==> config.mk <==
export PLATFORM = sky130hd
export DESIGN_NAME = fpt_ctrl_flat
export DESIGN_NICKNAME = d
export VERILOG_FILES = /design/src/rtl/fpt_pkg.sv /design/src/rtl/fpt_in_if.sv /design/src/rtl/fpt_out_if.sv /design/src/rtl/fpt_ctrl.sv /design/src/flat_wrapper.sv
export SDC_FILE = /design/constraint.sdc
export NUM_CORES = 1
export LEC_CHECK = 0
export CAP_MARGIN = 10
export CORE_AREA = 10 10 111 113
export DETAILED_ROUTE_END_ITERATION = 12
export DIE_AREA = 0 0 121 123
export DONT_BUFFER_PORTS = 1
export GPL_ROUTABILITY_DRIVEN = 0
export REMOVE_ABC_BUFFERS = 1
export SYNTH_ARGS = -nofsm -noshare
export SYNTH_HDL_FRONTEND = slang
export SYNTH_SLANG_ARGS = --single-unit
==> constraint.sdc <==
create_clock -name clk -period 12.4 [get_ports clk]
set_input_delay 2.48 -clock clk [delete_from_list [all_inputs] [get_ports clk]]
set_output_delay 2.48 -clock clk [all_outputs]
set_load 0.01 [all_outputs]
==> src/rtl/fpt_pkg.sv <==
// Package for the monochrome frame page transposer.
// Holds field widths, item and register codes, reset values and the geometry bundle.
// No dependencies.
package fpt_pkg;

  localparam int FRAME_BYTES_DEFAULT = 1024;

  // Field widths fixed by the item format.
  localparam int ADDR_W  = 10;
  localparam int BYTE_W  = 8;
  localparam int PAGE_W  = 3;
  localparam int COL_W   = 7;
  localparam int LIMIT_W = 11;
  localparam int CFG_W   = 8;
  localparam int IDX_W   = 1;

  // Item kinds.
  localparam logic KIND_WRITE = 1'b0;
  localparam logic KIND_FETCH = 1'b1;

  // Configuration register indexes.
  localparam logic [IDX_W-1:0] REG_COLUMNS = 1'b0;
  localparam logic [IDX_W-1:0] REG_ROWS    = 1'b1;

  localparam logic [7:0] COLUMNS_RESET = 8'd128;
  localparam logic [6:0] ROWS_RESET    = 7'd16;

  // Active geometry after rounding and clamping.
  typedef struct packed {
    logic [7:0]         cols;   // 8..128
    logic [4:0]         bpr;    // bytes per row, 1..16
    logic [3:0]         pages;  // 1..8
    logic [LIMIT_W-1:0] limit;  // frame size in bytes
  } fpt_geom_t;

endpackage

==> src/rtl/fpt_in_if.sv <==
// Input channel of the frame page transposer: write or fetch items.
// Depends on fpt_pkg.
interface fpt_in_if import fpt_pkg::*; ();
  logic                    valid;
  logic                    ready;
  logic                    kind;
  logic [ADDR_W-1:0]       write_address;
  logic [BYTE_W-1:0]       write_data;

  modport source (output valid, kind, write_address, write_data, input ready);
  modport sink   (input valid, kind, write_address, write_data, output ready);
endinterface

==> src/rtl/fpt_out_if.sv <==
// Output channel of the frame page transposer: display bytes.
// Depends on fpt_pkg.
interface fpt_out_if import fpt_pkg::*; ();
  logic              valid;
  logic              ready;
  logic [BYTE_W-1:0] display_byte;
  logic [PAGE_W-1:0] page_index;
  logic [COL_W-1:0]  column_index;
  logic              last;

  modport source (output valid, display_byte, page_index, column_index, last, input ready);
  modport sink   (input valid, display_byte, page_index, column_index, last, output ready);
endinterface

==> src/rtl/fpt_ctrl.sv <==
// Sequencer of the frame page transposer: clearing pass, byte writes, eight-read
// gather of one display byte, page/column counters and the output register.
// Depends on fpt_pkg, fpt_in_if and fpt_out_if.
module fpt_ctrl import fpt_pkg::*; #(
  parameter int FRAME_BYTES = FRAME_BYTES_DEFAULT,
  localparam int AW = $clog2(FRAME_BYTES)
) (
  input  logic              clk,
  input  logic              rst,
  input  fpt_geom_t         geom,
  fpt_in_if.sink            item,
  fpt_out_if.source         result,
  output logic              mem_we,
  output logic [AW-1:0]     mem_waddr,
  output logic [BYTE_W-1:0] mem_wdata,
  output logic              mem_re,
  output logic [AW-1:0]     mem_raddr,
  input  logic [BYTE_W-1:0] mem_rdata
);

  typedef enum logic [2:0] {CLEAR, IDLE, GATHER, COLLECT, FINISH} state_t;

  state_t             state;
  logic [AW-1:0]      clr_addr;
  logic [2:0]         row_sel;
  logic               pend;
  logic [2:0]         pend_row;
  logic               pend_ok;
  logic [BYTE_W-1:0]  acc;
  logic [PAGE_W-1:0]  page_counter;
  logic [COL_W-1:0]   column_counter;
  logic               out_valid;
  logic [BYTE_W-1:0]  out_byte;
  logic [PAGE_W-1:0]  out_page;
  logic [COL_W-1:0]   out_col;
  logic               out_last;

  logic               accept;
  logic               write_ok;
  logic [5:0]         row;
  logic [LIMIT_W-1:0] rd_addr;
  logic               rd_ok;
  logic               pix;
  logic               col_end;
  logic               page_end;
  logic               out_free;

  assign accept   = item.valid && item.ready;
  assign write_ok = {1'b0, item.write_address} < geom.limit;

  // Row-major address of row (8*page + row_sel) at the current column's byte.
  assign row     = {page_counter, row_sel};
  assign rd_addr = LIMIT_W'(row) * LIMIT_W'(geom.bpr) + LIMIT_W'(column_counter[COL_W-1:3]);
  assign rd_ok   = rd_addr < geom.limit;

  assign pix      = mem_rdata[column_counter[2:0]] & pend_ok;
  assign col_end  = {1'b0, column_counter} >= geom.cols - 8'd1;
  assign page_end = {1'b0, page_counter} >= geom.pages - 4'd1;
  assign out_free = !out_valid || result.ready;

  assign item.ready = (state == IDLE);

  always_comb begin
    if (state == CLEAR) begin
      mem_we    = 1'b1;
      mem_waddr = clr_addr;
      mem_wdata = '0;
    end else begin
      mem_we    = accept && (item.kind == KIND_WRITE) && write_ok;
      mem_waddr = item.write_address[AW-1:0];
      mem_wdata = item.write_data;
    end
  end

  assign mem_re    = (state == GATHER);
  assign mem_raddr = rd_addr[AW-1:0];

  assign result.valid        = out_valid;
  assign result.display_byte = out_byte;
  assign result.page_index   = out_page;
  assign result.column_index = out_col;
  assign result.last         = out_last;

  always_ff @(posedge clk) begin
    if (rst) begin
      state          <= CLEAR;
      clr_addr       <= '0;
      row_sel        <= '0;
      pend           <= 1'b0;
      page_counter   <= '0;
      column_counter <= '0;
      out_valid      <= 1'b0;
    end else begin
      if (state == FINISH && out_free) begin
        out_valid <= 1'b1;
      end else if (result.ready) begin
        out_valid <= 1'b0;
      end

      // Read data lands in the cycle after the address; fold it into the byte.
      if (pend) begin
        acc[pend_row] <= pix;
      end
      pend <= (state == GATHER);

      case (state)
        CLEAR: begin
          clr_addr <= clr_addr + AW'(1);
          if (clr_addr == AW'(FRAME_BYTES - 1)) begin
            state <= IDLE;
          end
        end
        IDLE: begin
          if (accept && item.kind == KIND_FETCH) begin
            row_sel <= '0;
            state   <= GATHER;
          end
        end
        GATHER: begin
          pend_row <= row_sel;
          pend_ok  <= rd_ok;
          row_sel  <= row_sel + 3'd1;
          if (row_sel == 3'd7) begin
            state <= COLLECT;
          end
        end
        COLLECT: begin
          state <= FINISH;
        end
        FINISH: begin
          if (out_free) begin
            out_byte  <= acc;
            out_page  <= page_counter;
            out_col   <= column_counter;
            out_last  <= col_end && page_end;
            if (col_end) begin
              column_counter <= '0;
              page_counter   <= page_end ? '0 : page_counter + 3'd1;
            end else begin
              column_counter <= column_counter + 7'd1;
            end
            state <= IDLE;
          end
        end
        default: state <= IDLE;
      endcase
    end
  end

endmodule

==> src/flat_wrapper.sv <==
// flat-port wrapper written by rule: the top's interface ports become plain ports
module fpt_ctrl_flat import fpt_pkg::*;
#(
  parameter int FRAME_BYTES = FRAME_BYTES_DEFAULT,
  localparam int AW = $clog2(FRAME_BYTES)
)
  (clk, rst, geom, mem_we, mem_waddr, mem_wdata, mem_re, mem_raddr, mem_rdata, item_valid, item_kind, item_write_address, item_write_data, item_ready, result_valid, result_display_byte, result_page_index, result_column_index, result_last, result_ready);
  fpt_in_if item_i ();
  fpt_out_if result_i ();
  input  logic clk;
  input  logic rst;
  input  fpt_geom_t geom;
  output logic mem_we;
  output logic [AW-1:0] mem_waddr;
  output logic [BYTE_W-1:0] mem_wdata;
  output logic mem_re;
  output logic [AW-1:0] mem_raddr;
  input  logic [BYTE_W-1:0] mem_rdata;
  input wire logic [$bits(item_i.valid)-1:0] item_valid;
  input wire logic [$bits(item_i.kind)-1:0] item_kind;
  input wire logic [$bits(item_i.write_address)-1:0] item_write_address;
  input wire logic [$bits(item_i.write_data)-1:0] item_write_data;
  output wire logic [$bits(item_i.ready)-1:0] item_ready;
  output wire logic [$bits(result_i.valid)-1:0] result_valid;
  output wire logic [$bits(result_i.display_byte)-1:0] result_display_byte;
  output wire logic [$bits(result_i.page_index)-1:0] result_page_index;
  output wire logic [$bits(result_i.column_index)-1:0] result_column_index;
  output wire logic [$bits(result_i.last)-1:0] result_last;
  input wire logic [$bits(result_i.ready)-1:0] result_ready;
  assign item_i.valid = item_valid;
  assign item_i.kind = item_kind;
  assign item_i.write_address = item_write_address;
  assign item_i.write_data = item_write_data;
  assign item_ready = item_i.ready;
  assign result_valid = result_i.valid;
  assign result_display_byte = result_i.display_byte;
  assign result_page_index = result_i.page_index;
  assign result_column_index = result_i.column_index;
  assign result_last = result_i.last;
  assign result_i.ready = result_ready;
  fpt_ctrl #(.FRAME_BYTES(FRAME_BYTES)) u_core (.clk(clk), .rst(rst), .geom(geom), .item(item_i), .result(result_i), .mem_we(mem_we), .mem_waddr(mem_waddr), .mem_wdata(mem_wdata), .mem_re(mem_re), .mem_raddr(mem_raddr), .mem_rdata(mem_rdata));
endmodule
Word-level counts from Yosys, hierarchy flattened
Cells that the tools add are included.

storage, ports and cells
  register bits = 59
  input port bits = 59
  logic and storage cells = 80

cells by class
  add/subtract/negate cells = 7
  multiply operators = 1
  $lt $le $gt $ge = 7
  equality and inequality tests = 10
  multiplexer cells = 19
  bitwise gates (word level) = 3
  reductions and logical operators = 19

operators with widths
  operator                 count
  $mux W3                  6
  $pmux W3 S5              1
  $add A11 B4 Y11          1
  $lt A10 B11 Y1           1
  $lt A11 B11 Y1           1
  $mul A6 B5 Y11           1
  $add A10 B1 Y10 const B  1
  $eq A10 B10 Y1 const B   1
  $mux W10                 1
  $bwmux W8                1
  $ge A7 B8 Y1             1
  $lt A3 B4 Y1 const B     2
  $mux W8                  1
  $reduce_and A2 Y1        4
  $sub A8 B1 Y8 const B    1
  $add A7 B1 Y7 const B    1
  $logic_and A1 B1 Y1      7
  $mux W7                  1
  $add A3 B1 Y3 const B    2
  $eq A3 B2 Y1 const B     2
  $eq A3 B3 Y1 const B     2
  $pmux W3 S2              1
  $reduce_and A3 Y1        2
  $mux W1                  5
  other kinds (15)         19

Longest topological paths before layout
Gate-level depths: netlist of run 1.

  depth in word-level cells = 5
  mapped depth = 19

Worst setup path after synthesis of run 1
OpenSTA, ideal clock, no wires.

  kind = in2out
  from = input port geom[19] (netlist bit)
  to = output port mem_raddr[9]
  arrival time = 5.338 ns
  slack = 4.582 ns
  stages on the path = 11
  cells stage by stage = and2_1 > fa_1 > fa_1 > inv_1 > fa_1 > inv_1 > ha_1 > o21ai_0 > nor2_1 > o41ai_1 > xnor2_1

on the way
  cells in the longest elaborated chain, start to end = 2

ends and longest elaborated chain
  element          RTL line            RTL
  start, declared  flat_wrapper.sv:12  input fpt_geom_t geom;
  $mul A6 B5 Y11   fpt_ctrl.sv:53      assign rd_addr = LIMIT_W'(row) * LIMIT_W'(geom.bpr) + LIMIT_W'(column_counter[COL_W-1:3]);
  $add A11 B4 Y11  fpt_ctrl.sv:53
  end, declared    flat_wrapper.sv:17  output logic [AW-1:0] mem_raddr;

No other way between the ends.

Final worst setup path of run 1
Same ends and word-level chain as after synthesis.

==> results.json, run 1 <==
{
  "run_status": "complete, no violations",
  "use_met3_pct": 3.78,
  "syn_inst": 456,
  "antenna_found_initial": 0,
  "vias_per_cell": 5.50,
  "postCtsSetupBuffers": 0,
  "place_ws_ns": 4.44,
  "maxSlewViolCount": 0,
  "worst_slack_ns": 4.45,
  "p_sw_share_pct": 24.7,
  "drt_iter0_drc": 112,
  "yosysSeqAreaShare_pct": 33.5,
  "synth-main-ff-cell": "edfxtp_1",
  "die-area_um2": 14900,
  "grt_overflow": 0,
  "finalCritPeriodShare_pct": 64.1,
  "die_h_um": 123,
  "synth_top_area_share_pct": 20.9,
  "gr-usage-all-layers_pct": 13.9,
  "worstHoldStart": "u_core.acc[2]$_DFFE_PP_",
  "p_seq_share_pct": 46.8,
  "max_clock_freq_ghz": 0.126,
  "holdPathEnd": "u_core.result.display_byte[2]$_DFFE_PP_",
  "finalSetupViolations": 0,
  "worst_pin_slew_ns": 1.13,
  "drt_wl_total_mm": 10.3,
  "core_um2": 10100,
  "firstDrtPassIters": 4,
  "worstHoldPathCells": 0,
  "required_ns": 9.92,
  "p_per_area_nw_per_um2": 94.7,
  "worstHoldPathType": "reg2reg",
  "clk_pin_slew_ns": 0.07,
  "grt_max_degree": 40,
  "fin_skew_ns": 0.00778,
  "antenna_cells": 0,
  "synth_most_common_cell": "ha_1",
  "hold_viol": 0,
  "grt_pass1_wl_mm": 16.7,
  "synth.ff_latch_count": 59,
  "place.port_buffers": 0,
  "max-vdd-ir-drop_mv": 0.0438,
  "ff2ff_path_depth": 16,
  "clk_latency_ns": 0.33,
  "maxSlewHeadroom_pct": 24.2,
  "timing.final.crit_period_ns": 7.95,
  "crit_path_start_kind": "input pin",
  "numCtsBuffers": 9,
  "top_level_ports": 110,
  "grt_use_met1_pct": 16.0,
  "cts-root-buf": "clkbuf_8",
  "ctsLongestPathBuffers": 2,
  "finish.utilization_pct": 47.2,
  "ys_types": 55,
  "netSwitchingPower_mw": 0.112,
  "p_int_mw": 0.341,
  "avgSynthCellArea_um2": 9.77,
  "start_util_pct": 44.0,
  "post_route_cells_drive_above_1_share_pct": 6.72,
  "tns_ns": 0,
  "cp_max_fo": 6,
  "cts_tree": "built",
  "clock_sink_count": 59,
  "vias": 3285,
  "yosys.area.top_type": "edfxtp_1",
  "netlist_top_cells_area": "edfxtp_1 (21%), ha_1 (16%), dfxtp_1 (13%)",
  "die_x_um": 121,
  "synthTopCellsByCount": "ha_1 (57), inv_1 (45), and2_1 (32), edfxtp_1 (31), nor2_1 (29)",
  "timing.rr.start": "u_core.row_sel[2]$_SDFFE_PP0P_",
  "synthArstFlopShare_pct": 0,
  "synth-warning-count": 0,
  "drc_errors": 0,
  "nNetsFinal": 588,
  "clock_power_share_pct": 41.8,
  "critPathCaptureType": "primary output",
  "row_count": 37,
  "wl_per_cell_um": 17.2,
  "cts_resized": 0,
  "cts_max_level": 3,
  "rsz0062_at_grt": "no",
  "dp_hpwl_mm": 8.33,
  "first_global_vias": 3333,
  "hold_ws_ns": 0.421,
  "r2r_slack_ns": 7.34,
  "arrival_ns": 5.47,
  "crit_type": "in2out",
  "synth_edf_count": 31,
  "r2r-end": "u_core.pend_ok$_DFFE_PP_",
  "area_growth_syn_to_layout_pct": 7.44,
  "cellLeakagePower_nw": 2.06,
  "power_frac_comb_pct": 11.4,
  "holdBufCountCts": 0,
  "syn_area_um2": 4460,
  "drtAntennaViolNets": 0,
  "grtUsageMet2_pct": 23.9,
  "grt.busiest_layer": "met2",
  "power_mw": 0.453,
  "drv_cap": 0
}
==> flip-flops by register name, indices dropped and copies added (netlist names) <==
name and flops:
u_core.pend_row 3, u_core.result.last 1, u_core.clr_addr 10, u_core.row_sel 3, u_core.result.page_index 3, u_core.pend_ok 1
u_core.result.column_index 7, u_core.result.display_byte 8, u_core.column_counter 7, u_core.state 3, u_core.result.valid 1, u_core.acc 8
u_core.page_counter 3, u_core.pend 1
==> how the worst max path moves through the flow <==
stage,from,endpoint,slack [ns]
CTS,geom[19],mem_raddr[9],4.44
floorplan,geom[19],mem_raddr[9],4.58
global route,geom[19],mem_raddr[9],4.19
global placement,geom[19],mem_raddr[9],4.47
finish,geom[19],mem_raddr[9],4.45
detailed placement,geom[19],mem_raddr[9],4.44
==> per-stage QoR <==
step	cells	cell area, µm²
floorplan	445	4410
global placement	581	4580
detailed placement	581	4580
CTS	597	4790
global route	597	4790
finish	597	4790
==> power groups by stage <==
| stage | sequential (mW) | clock (mW) | combinational (mW) |
|---|---|---|---|
| floorplan | 0.215 | 0 | 0.0422 |
| global placement | 0.216 | 0 | 0.0510 |
| detailed placement | 0.216 | 0 | 0.0525 |
| CTS | 0.212 | 0.194 | 0.0527 |
| global route | 0.213 | 0.204 | 0.0583 |
| finish | 0.212 | 0.189 | 0.0517 |
==> cell type report <==
class | instances | area [µm²]
Clock buffer | 10 | 128
Clock inverter | 6 | 80.1
Fill cell | 968 | 5350
Inverter | 45 | 169
Multi-Input combinational cell | 341 | 2750
Sequential cell | 59 | 1490
Tap cell | 136 | 170
==> cell families (layout without fill, tap and decap cells) <==
family / count (synthesis) / in the layout / synth area share [%]
and+or+nand+nor: 159 / 159 / 19.3
xor gates and xnor gates: 19 / 19 / 3.73
DFF: 59 / 59 / 33.5
adders and majority gates: 73 / 73 / 23.2
AOI/OAI and AO/OA: 75 / 75 / 11.2
buffers and inverters: 56 / 61 / 4.88
muxes: 15 / 15 / 4.21
==> layout by cell type (no fill, tap or decap), types with 3 or more instances in the layout <==
cell      Yosys  layout
clkinv_2      0       4
xor2_1        6       6
nor3b_1       4       4
inv_1        45      45
xnor2_1      13      13
mux2_2        8       8
nand3b_1      4       4
a211oi_1      4       4
o21ai_0      12      12
dfxtp_1      28      28
nor3_1        7       7
nand2_1      28      28
mux2i_1       3       3
or3_1         8       8
edfxtp_1     31      31
nand4_1       5       5
and2_1       32      32
a21oi_1      25      25
a21o_1        6       6
nor2b_1       7       7
clkbuf_8      0       9
nor2_1       29      28
ha_1         57      57
a211o_1       3       3
nand2b_1      9       9
or4_1         5       5
o22ai_1       3       3
fa_1         16      16
nand3_1      11      11
==> worst max-delay path: stages <==
cell	delay, ns
and2_1	0.16
fa_1	0.52
fa_1	0.55
inv_1	0.05
fa_1	0.53
inv_1	0.04
ha_1	0.33
o21ai_0	0.16
nor2_1	0.08
o41ai_1	0.31
xnor2_1	0.26
==> per-layer routing <==
| layer | wire [µm] | vias up |
|---|---|---|
| met4 | 169 | 0 |
| li1 | - | 1614 |
| met2 | 5080 | 84 |
| met3 | 601 | 13 |
| met1 | 4420 | 1574 |
| met5 | 0 | - |
No activity file was read; power rests on OpenSTA's default activity.
==> run 2: changes to the inputs <==
Clock period 12.4 ns to 7.5 ns, I/O delays scaled along.
==> run 2 against run 1 <==
- routed wire length is 1.9% lower
- count of clock-buffer cells in the layout stayed put
- clock power is 74% higher
- power is 69% higher
- worst setup slack worse by 3.0 ns
- register-to-register slack worse by 4.9 ns
- global-route usage is 0.60 points lower
- die area stayed put
- largest cell class unchanged
- highest routed layer unchanged
- sequential share of layout area is 0.12 points lower
==> results.json, run 2 (synthesis gave the netlist of run 1 again) <==
{
  "finalSetupViolations": 0,
  "worstHoldStart": "u_core.acc[0]$_DFFE_PP_",
  "m1WireLength_mm": 4.26,
  "antenna_found_initial": 0,
  "clk_pin_slew_ns": 0.07,
  "cts-root-buf": "clkbuf_8",
  "firstDrtPassIters": 4,
  "row_count": 37,
  "top_layer_used": "met4",
  "start_util_pct": 44.0,
  "max_clock_freq_ghz": 0.165,
  "die_h_um": 123,
  "layout_commonest_cell": "ha_1",
  "top_level_ports": 110,
  "critPathCaptureType": "primary output",
  "crit_path_start_kind": "input pin",
  "worst_slack_ns": 1.44,
  "cts_resized": 0,
  "nNetsFinal": 588,
  "layout_common_cells": "ha_1 (57), inv_1 (45), and2_1 (32)",
  "r2r_slack_ns": 2.39,
  "arrival_ns": 4.56,
  "core_um2": 10100,
  "drc_errors": 0,
  "worst_pin_slew_ns": 1.11,
  "timing.final.crit_period_ns": 6.06,
  "max-vdd-ir-drop_mv": 0.0751,
  "dp_hpwl_mm": 8.25,
  "worstHoldPathCells": 0,
  "crit_type": "in2out",
  "holdPathEnd": "u_core.result.display_byte[0]$_DFFE_PP_",
  "largest_reg_flops": 10,
  "cts_tree": "built",
  "vias": 3268,
  "vias_per_cell": 5.47,
  "top_register": "u_core.clr_addr",
  "die_x_um": 121,
  "timing.rr.start": "u_core.row_sel[0]$_SDFFE_PP0P_",
  "drt_iter0_drc": 112,
  "antenna_cells": 0,
  "worstHoldPathType": "reg2reg",
  "maxSlewViolCount": 0,
  "numCtsBuffers": 9,
  "place_ws_ns": 1.41,
  "clock_sink_count": 59,
  "p_per_area_nw_per_um2": 159,
  "cp_max_fo": 6,
  "multi_input_area_um2": 2750,
  "fill_cells": 945,
  "holdBufCountCts": 0,
  "first_global_vias": 3233,
  "gr-usage-all-layers_pct": 13.3,
  "place.port_buffers": 0,
  "startpoint": "geom[19]",
  "fin_skew_ns": 0.0120,
  "postCtsSetupBuffers": 0,
  "required_ns": 6.00,
  "wl_per_cell_um": 16.9,
  "run_status": "complete, no violations",
  "grt_pass1_wl_mm": 15.9,
  "clk_latency_ns": 0.33,
  "met2_length_mm": 4.97,
  "die-area_um2": 14900,
  "post_route_cells_drive_above_1_share_pct": 6.94,
  "drt_wl_total_mm": 10.1,
  "hold_viol": 0,
  "maxSlewHeadroom_pct": 25.6,
  "cts_max_level": 3,
  "r2r-end": "u_core.pend_ok$_DFFE_PP_",
  "drv_cap": 0,
  "regArea_um2": 1490,
  "grt_max_degree": 40,
  "rsz0062_at_grt": "no",
  "grt_overflow": 0,
  "dr_wl_met3_um": 659,
  "tns_ns": 0,
  "finalCritPeriodShare_pct": 80.8,
  "drtAntennaViolNets": 0,
  "area_growth_syn_to_layout_pct": 7.86,
  "cellLeakagePower_nw": 2.06,
  "ctsLongestPathBuffers": 2,
  "ff2ff_path_depth": 15
}
## run 2: cell type report
| class | instances | area share [%] |
|---|---|---|
| Multi-Input combinational cell | 341 | 57.2 |
| Sequential cell | 59 | 31.0 |
| Tap cell | 136 | 3.54 |
| Inverter | 45 | 3.51 |
| Clock buffer | 10 | 2.86 |
| Clock inverter | 6 | 1.85 |
## run 2: worst max-delay path, stage by stage
cell and delay, ns:
and2_1 0.15, fa_1 0.50, fa_1 0.54, inv_1 0.05
fa_1 0.52, inv_1 0.05, ha_1 0.33, o21ai_0 0.17
nor2_1 0.08, o41ai_1 0.37, xnor2_1 0.28
## run 2: worst max-delay path by stage
stage | endpoint | cells after the start
after floorplan | mem_raddr[9] | 11
after global placement | u_core.pend_ok$_DFFE_PP_ | 16
after detailed placement | u_core.pend_ok$_DFFE_PP_ | 16
after CTS | mem_raddr[9] | 11
after global routing | mem_raddr[9] | 11
final | mem_raddr[9] | 11
## run 2: power breakdown
part           leakage, nW  internal, mW  switching (mW)
clock network        0.108         0.196           0.132
registers            0.532         0.342         0.00818
logic                 1.42        0.0372          0.0492
## run 2: routing by layer
| layer | GRT usage [%] | up-vias |
|---|---|---|
| li1 | - | 1612 |
| met2 | 23.2 | 82 |
| met3 | 3.69 | 11 |
| met4 | 5.73 | 0 |
| met5 | 0 | - |
| met1 | 14.9 | 1563 |
## run 2: metrics by stage
stage / utilization, % / hold WS [ns] / instances / cell area [µm²] / total power, mW
2_1_floorplan: - / 0.400 / 445 / 4410 / 0.425
3_3_place_gp: 45.2 / 0.402 / 581 / 4580 / 0.442
3_5_place_dp: 45.2 / 0.408 / 581 / 4580 / 0.445
4_1_cts: 47.4 / 0.420 / 597 / 4810 / 0.774
5_1_grt: 47.4 / 0.428 / 597 / 4810 / 0.796
6_report: 47.4 / 0.416 / 597 / 4810 / 0.765
